==> src/hw/rtl/snsc_pkg.sv <==
// ----------------------------------------------------------------------------
// snsc_pkg: shared types and constants for the double hash nonce scanner
// Round constants, initial hash values and the front-to-back queue entry.
// ----------------------------------------------------------------------------
package snsc_pkg;

  localparam int unsigned HdrWords = 19;

  localparam logic CmdLoadWord  = 1'b0;
  localparam logic CmdHashNonce = 1'b1;

  typedef struct packed {
    logic        last_nonce;
    logic [31:0] nonce;
  } job_t;

  localparam logic [31:0] HINIT [8] = '{
    32'h6a09e667, 32'hbb67ae85, 32'h3c6ef372, 32'ha54ff53a,
    32'h510e527f, 32'h9b05688c, 32'h1f83d9ab, 32'h5be0cd19
  };

  localparam logic [31:0] KROUND [64] = '{
    32'h428a2f98, 32'h71374491, 32'hb5c0fbcf, 32'he9b5dba5,
    32'h3956c25b, 32'h59f111f1, 32'h923f82a4, 32'hab1c5ed5,
    32'hd807aa98, 32'h12835b01, 32'h243185be, 32'h550c7dc3,
    32'h72be5d74, 32'h80deb1fe, 32'h9bdc06a7, 32'hc19bf174,
    32'he49b69c1, 32'hefbe4786, 32'h0fc19dc6, 32'h240ca1cc,
    32'h2de92c6f, 32'h4a7484aa, 32'h5cb0a9dc, 32'h76f988da,
    32'h983e5152, 32'ha831c66d, 32'hb00327c8, 32'hbf597fc7,
    32'hc6e00bf3, 32'hd5a79147, 32'h06ca6351, 32'h14292967,
    32'h27b70a85, 32'h2e1b2138, 32'h4d2c6dfc, 32'h53380d13,
    32'h650a7354, 32'h766a0abb, 32'h81c2c92e, 32'h92722c85,
    32'ha2bfe8a1, 32'ha81a664b, 32'hc24b8b70, 32'hc76c51a3,
    32'hd192e819, 32'hd6990624, 32'hf40e3585, 32'h106aa070,
    32'h19a4c116, 32'h1e376c08, 32'h2748774c, 32'h34b0bcb5,
    32'h391c0cb3, 32'h4ed8aa4a, 32'h5b9cca4f, 32'h682e6ff3,
    32'h748f82ee, 32'h78a5636f, 32'h84c87814, 32'h8cc70208,
    32'h90befffa, 32'ha4506ceb, 32'hbef9a3f7, 32'hc67178f2
  };

  function automatic logic [31:0] bswap(input logic [31:0] x);
    bswap = {x[7:0], x[15:8], x[23:16], x[31:24]};
  endfunction

endpackage

==> src/hw/rtl/snsc_front.sv <==
// ----------------------------------------------------------------------------
// snsc_front: input decode and header store
// Writes header words, pushes nonce jobs into a small queue for the hasher.
// ----------------------------------------------------------------------------
module snsc_front #(
  parameter int unsigned QueueDepth = 2
) (
  input  logic                clk,
  input  logic                rst,
  input  logic                in_valid,
  output logic                in_ready,
  input  logic                command,
  input  logic [4:0]          word_index,
  input  logic [31:0]         header_word,
  input  logic [31:0]         nonce,
  input  logic                last_nonce,
  input  logic                engine_idle,
  output logic [31:0]         header [snsc_pkg::HdrWords],
  output logic                job_valid,
  input  logic                job_ready,
  output snsc_pkg::job_t      job
);

  localparam int unsigned PtrW = (QueueDepth > 1) ? $clog2(QueueDepth) : 1;

  snsc_pkg::job_t  q [QueueDepth];
  logic [PtrW-1:0] wr_ptr;
  logic [PtrW-1:0] rd_ptr;
  logic [PtrW:0]   count;
  logic            push;
  logic            pop;
  logic            load;

  // nonces need a free queue slot; hold loads until every queued nonce is hashed
  assign in_ready  = (command == snsc_pkg::CmdHashNonce) ?
                     (count != (PtrW+1)'(QueueDepth)) : ((count == '0) && engine_idle);
  assign push      = in_valid && in_ready && (command == snsc_pkg::CmdHashNonce);
  assign load      = in_valid && in_ready && (command == snsc_pkg::CmdLoadWord);
  assign job_valid = (count != '0);
  assign pop       = job_valid && job_ready;
  assign job       = q[rd_ptr];

  always_ff @(posedge clk) begin
    if (load && (word_index < 5'(snsc_pkg::HdrWords))) begin
      header[word_index] <= header_word;
    end
    if (push) begin
      q[wr_ptr] <= '{last_nonce: last_nonce, nonce: nonce};
    end
  end

  always_ff @(posedge clk) begin
    if (rst) begin
      wr_ptr <= '0;
      rd_ptr <= '0;
      count  <= '0;
    end else begin
      if (push) begin
        wr_ptr <= (wr_ptr == PtrW'(QueueDepth - 1)) ? '0 : wr_ptr + 1'b1;
      end
      if (pop) begin
        rd_ptr <= (rd_ptr == PtrW'(QueueDepth - 1)) ? '0 : rd_ptr + 1'b1;
      end
      count <= count + (PtrW+1)'(push) - (PtrW+1)'(pop);
    end
  end

`ifndef NO_ASSERTIONS
  a_no_overflow: assert property (@(posedge clk) disable iff (rst)
    push && !pop |-> count != (PtrW+1)'(QueueDepth)) else $error("queue overflow");
  a_no_underflow: assert property (@(posedge clk) disable iff (rst)
    pop |-> count != '0) else $error("queue underflow");
  a_count_step: assert property (@(posedge clk) disable iff (rst)
    push && !pop |=> count == $past(count) + 1'b1) else $error("count step");
`endif

endmodule

==> config.mk <==
export PLATFORM = sky130hd
export DESIGN_NAME = snsc_front
export DESIGN_NICKNAME = d
export VERILOG_FILES = /design/src/hw/rtl/snsc_pkg.sv /design/src/hw/rtl/snsc_front.sv
export SDC_FILE = /design/constraint.sdc
export NUM_CORES = 1
export LEC_CHECK = 0
export BUFFER_PORTS_ARGS = -buffer_cell sky130_fd_sc_hd__buf_2
export CAP_MARGIN = 40
export CORE_AREA = 2 2 278 280
export CTS_CLUSTER_SIZE = 28
export DETAILED_ROUTE_END_ITERATION = 12
export DIE_AREA = 0 0 280 282
export GPL_ROUTABILITY_DRIVEN = 0
export PLACE_DENSITY = 0.55
export SYNTH_ARGS = -nofsm -noshare
export SYNTH_HDL_FRONTEND = slang
export SYNTH_SLANG_ARGS = --single-unit
==> constraint.sdc <==
create_clock -name clk -period 5.4 [get_ports clk]
set_clock_uncertainty 0.05 [all_clocks]
set_input_delay 1.08 -clock clk [delete_from_list [all_inputs] [get_ports clk]]
set_output_delay 1.08 -clock clk [all_outputs]
set_load 0.05 [all_outputs]
# == Word-level counts from Yosys, hierarchy flattened ==
# Memory sizes are Yosys's and may differ from the RTL's. A register that Yosys moved wholly into a read port is not among the register bits.
# Cells that the tools add are included.
# word_totals
mem_bits_rw,66
out_inout_bits,643
regBits,612
mem_bits_ro,0
latch_bits,0
mem_count,1
# memory_table
memory,words,width,read_ports,rd_ports_with_merged_regs,write_ports,line_no,text
q,2,33,1,1,1,snsc_front.sv:26,snsc_pkg::job_t q [QueueDepth];
# classes
reduce_logical,9
shifts,0
eq_ne,1
n_lt_le_gt_ge,3
n_addsub,4
bitwise,2
div,0
n_mux,10
multipliers,0
# op_table
cell,count
$bwmux W608,1
$demux W32 S5,1
$mux W32,1
$logic_and A1 B1 Y1,7
$mux W1,7
$ge A6 B6 Y1 const B,1
$lt A6 B1 Y1 const B,1
$not A5 Y6,1
$lt A5 B5 Y1 const B,1
$add A1 B1 Y1 const B,2
$add A2 B1 Y2,1
$logic_not A2 Y1,1
$ne A2 B2 Y1 const B,1
$reduce_bool A2 Y1,1
$sub A2 B1 Y2,1
$not A1 Y1,1

# == Depth between registers and ports, before layout ==
# logic_depth
depth_word,7
depth_mapped,6
ltp_nobuf,6

# == Worst setup path before layout ==
# OpenSTA, ideal clock, no wires.
# synth_timing
path_kind,input-to-reg
start,in word_index[1]
end,reg header[512] in the netlist's numbering (enable)
arrival_time_ps,3741
path_stages,4
slack_ps,1148
t_required_ps,4889
setup_time_ps,461
cell_sequence,inv_1 > nor4_4 > nand2_1 > nor3_1
# synth_between
elab_chain_len,2
# synth_lines
item,line_no,text
from (decl),snsc_front.sv:13,"input logic [4:0] word_index,"
$lt A5 B5 Y1,snsc_front.sv:44,if (load && (word_index < 5'(snsc_pkg::HdrWords))) begin
$logic_and A1 B1 Y1,snsc_front.sv:44,
"to (signal, indexed assignment)",snsc_front.sv:45,header[word_index] <= header_word;
to (decl),snsc_front.sv:18,"output logic [31:0] header [snsc_pkg::HdrWords],"
# Every way passes these cells.
# A chain may end at the register's enable or synchronous reset.

==> key figures <==
Clock network
  • Sink Count: between 600 and 700
  • TritonCTS Buffers: between 70 and 80
  • Hold buffer count at cts: 0
  • CTS tree: built
  • Clock H-tree levels: 3
  • Clock Tree Buf Depth: 3
  • CTS resizes: 0
  • Post-CTS Setup Inserts: 0
  • Clock transition at path regs: 60 ps
  • Worst skew pair latency: between 500 and 600 ps
  • Clock root buffer master: clkbuf_16

Logic synthesis
  • Synthesized netlist cell count: approximately 780
  • Mapped Nets: ~850
  • Synth Area in XOR/XNOR: 0.00125
  • Synth Area per Inst: approximately 27 sq um
  • Yosys cell types: 24
  • Simple-gate area share of the yosys netlist: 0.0125
  • Synth Area in Adders: 0.000594
  • Mapped cell area: between 0.02 and 0.025 sq mm
  • Yosys reg bits: a little under 700
  • Mux share of post-synthesis cell area: 0.0182
  • Synth Warn #: 0
  • Post-synthesis sequential area ratio: 0.965
  • Compound-cell area share of the yosys netlist: 0.000891
  • Largest family of logic cells by synthesized area: multiplexers

Power and ir drop
  • Total power: between 10 and 15 mW
  • Int Power: 8.89 mW
  • Switch share: 0.232
  • Clock network power share: 0.427
  • Leakage: between 10 and 15 nW
  • Combinational power share: 0.065
  • Flop pwr share: 0.508
  • Peak supply drop: about 0.00038 V
  • Switching power summed over all nets: 2.68 mW
  • Power density cells: 403 mW/mm^2

STA
  • Setup tns final: 0 ps
  • Final WS setup: between 2000 and 2500 ps
  • RSZ-0062 raised after global routing: false
  • Crit path time final: 3050 ps
  • Final Hold Slack: about 470 ps
  • Tcrit/Tclk final: 0.565
  • Max_slew headroom: 0.400
  • Final hold vios: 0
  • Final setup vio count: 0
  • Slew Limit Fails: 0
  • Slew @ Worst Pin: ~900 ps
  • Peak Freq: ~330 MHz

GRT
  • GRT overflow: 0
  • Largest net degree at the start of global routing: 34
  • Vias in the first global route: between 10000 and 15000
  • First-pass GRT wire length: 87.9 mm
  • Total GRT Usage: 0.160
  • Initial antenna violation count: 7

Placed design
  • IO buf count: 718
  • Area post-placement: 0.0263 sq mm
  • DP HPWL: 47.2 mm
  • Placed Cells: between 2000 and 2500
  • Post-Place Setup Slack: approximately 1800 ps

Layout
  • Area growth, synth to finish: 36.4%
  • Non-filler cells, final: 2627
  • Finished Cell Area: ~0.029 sq mm
  • Nets: between 1500 and 2000
  • Fill cell count: just under 7000
  • Layout Utilization: 0.380
  • Share of cells above drive strength 1: 0.551
  • Most common cell after layout, fill and taps aside: buf_2
  • Most frequent cells in the layout: 718 x buf_2, 674 x edfxtp_1, 72 x clkbuf_16

Setup path
  • Setup Crit Path Kind: register to output port
  • RR Startpoint: count[0]$_SDFF_PP0_
  • Worst endpoint required time: between 4000 and 5000 ps
  • CP endpoint kind: output port
  • Critical path data arrival time: about 1900 ps
  • Setup crit start kind: register
  • Critical Path Fanout Max: 33

Route
  • DRC Markers: 0
  • Via density: about 4.3
  • Total number of vias: about 11000
  • DR WL/cell: around 25 microns
  • 1st-pass router iterations: 7
  • DRT iter0 DRCs: 908
  • Post-route ant nets: 0
  • Routed WL: approximately 67 mm

Floorplan
  • Ports: slightly above 700
  • Core ar.: approximately 0.076 sq mm
  • Width of the die: between 200 and 300 microns
  • Initial Util: 0.278
  • Rows: approximately 100
  • Die extent in y: between 200 and 300 microns
  • Die Area: about 0.08 sq mm

Worst hold path
  • Min-delay src: rd_ptr$_SDFFE_PP0P_
  • Hold Crit Class: register to register

Outcome
  • Status: finished, final reports clean

Flow run
  • Max-cap violations: 0
worst paths after layout:
check	to	slack [ps]	depth (start not counted)
setup / recovery	job[23]	2350	3
hold reg to reg	rd_ptr$_SDFFE_PP0P_	470	2
setup reg to reg	header[501]$_DFFE_PP_	2600	5
hold / removal	rd_ptr$_SDFFE_PP0P_	470	2
power groups by stage:
| stage | combinational [mW] | sequential, mW | clock (mW) |
|---|---|---|---|
| after detailed placement | 0.757 | 5.99 | 0 |
| final | 0.751 | 5.88 | 4.94 |
| after CTS | 0.759 | 5.88 | 5.06 |
| after global placement | 0.749 | 5.99 | 0 |
| after floorplan | 0.472 | 6.04 | 0 |
| after global routing | 0.792 | 5.88 | 5.27 |
cells by family after synthesis:
| family | Yosys count |
|---|---|
| AOI/OAI and AO/OA | 3 |
| xor gates and xnor gates | 3 |
| adders and majority gates | 1 |
| buffers and inverters | 7 |
| DFF | 679 |
| muxes | 34 |
| and+or+nand+nor | 48 |
registers in the layout (all words and copies together) (netlist names), named ones only:
register and flops:
count 2, header 608, q 66, rd_ptr 1
wr_ptr 1
cell type report:
cell class | instances | area, sq um | area share
tap | 978 | 1220 | 0.0426
timing repair buffer | 749 | 3950 | 0.137
multi-input combinational | 89 | 820 | 0.0285
inverter | 3 | 11.3 | 0.000392
antenna | 2 | 5.00 | 0.000174
clock inverter | 43 | 554 | 0.0193
sequential | 679 | 20300 | 0.707
clock buffer | 84 | 1850 | 0.0642
per-layer routing:
metal / vias to the layer above / wire, microns / track usage
met3: 95 / 6400 / 0.0590
met4: 4 / 1330 / 0.0435
met2: 628 / 32300 / 0.265
li1: 4778 / - / -
met5: - / 24 / 0
met1: 5789 / 26600 / 0.198
worst max-delay path, stage by stage (launching register included):
cell     delay (ps)
dfxtp_1         300
buf_4           380
mux2_2          400
buf_2           210
Yosys cell counts, drive strengths merged:
master  instances  area (sq um)
edfxtp        674         20200
mux2           34           383
nor2           20          75.1
nand2           8          30.0
dfxtp           5           100
nor3            5          25.0
nor2b           4          25.0
buf             3          15.0
inv             3          11.3
a21oi           2          10.0
and3            2          13.8
nand2b          2          12.5
nor4            2          42.5
xnor2           2          17.5
a41oi           1          8.76
and2            1          6.26
and2b           1          8.76
and3b           1          10.0
clkbuf          1          3.75
ha              1          12.5
nand3           1          5.00
or2             1          8.76
xor2            1          8.76
(Power assumes the default switching activity.)
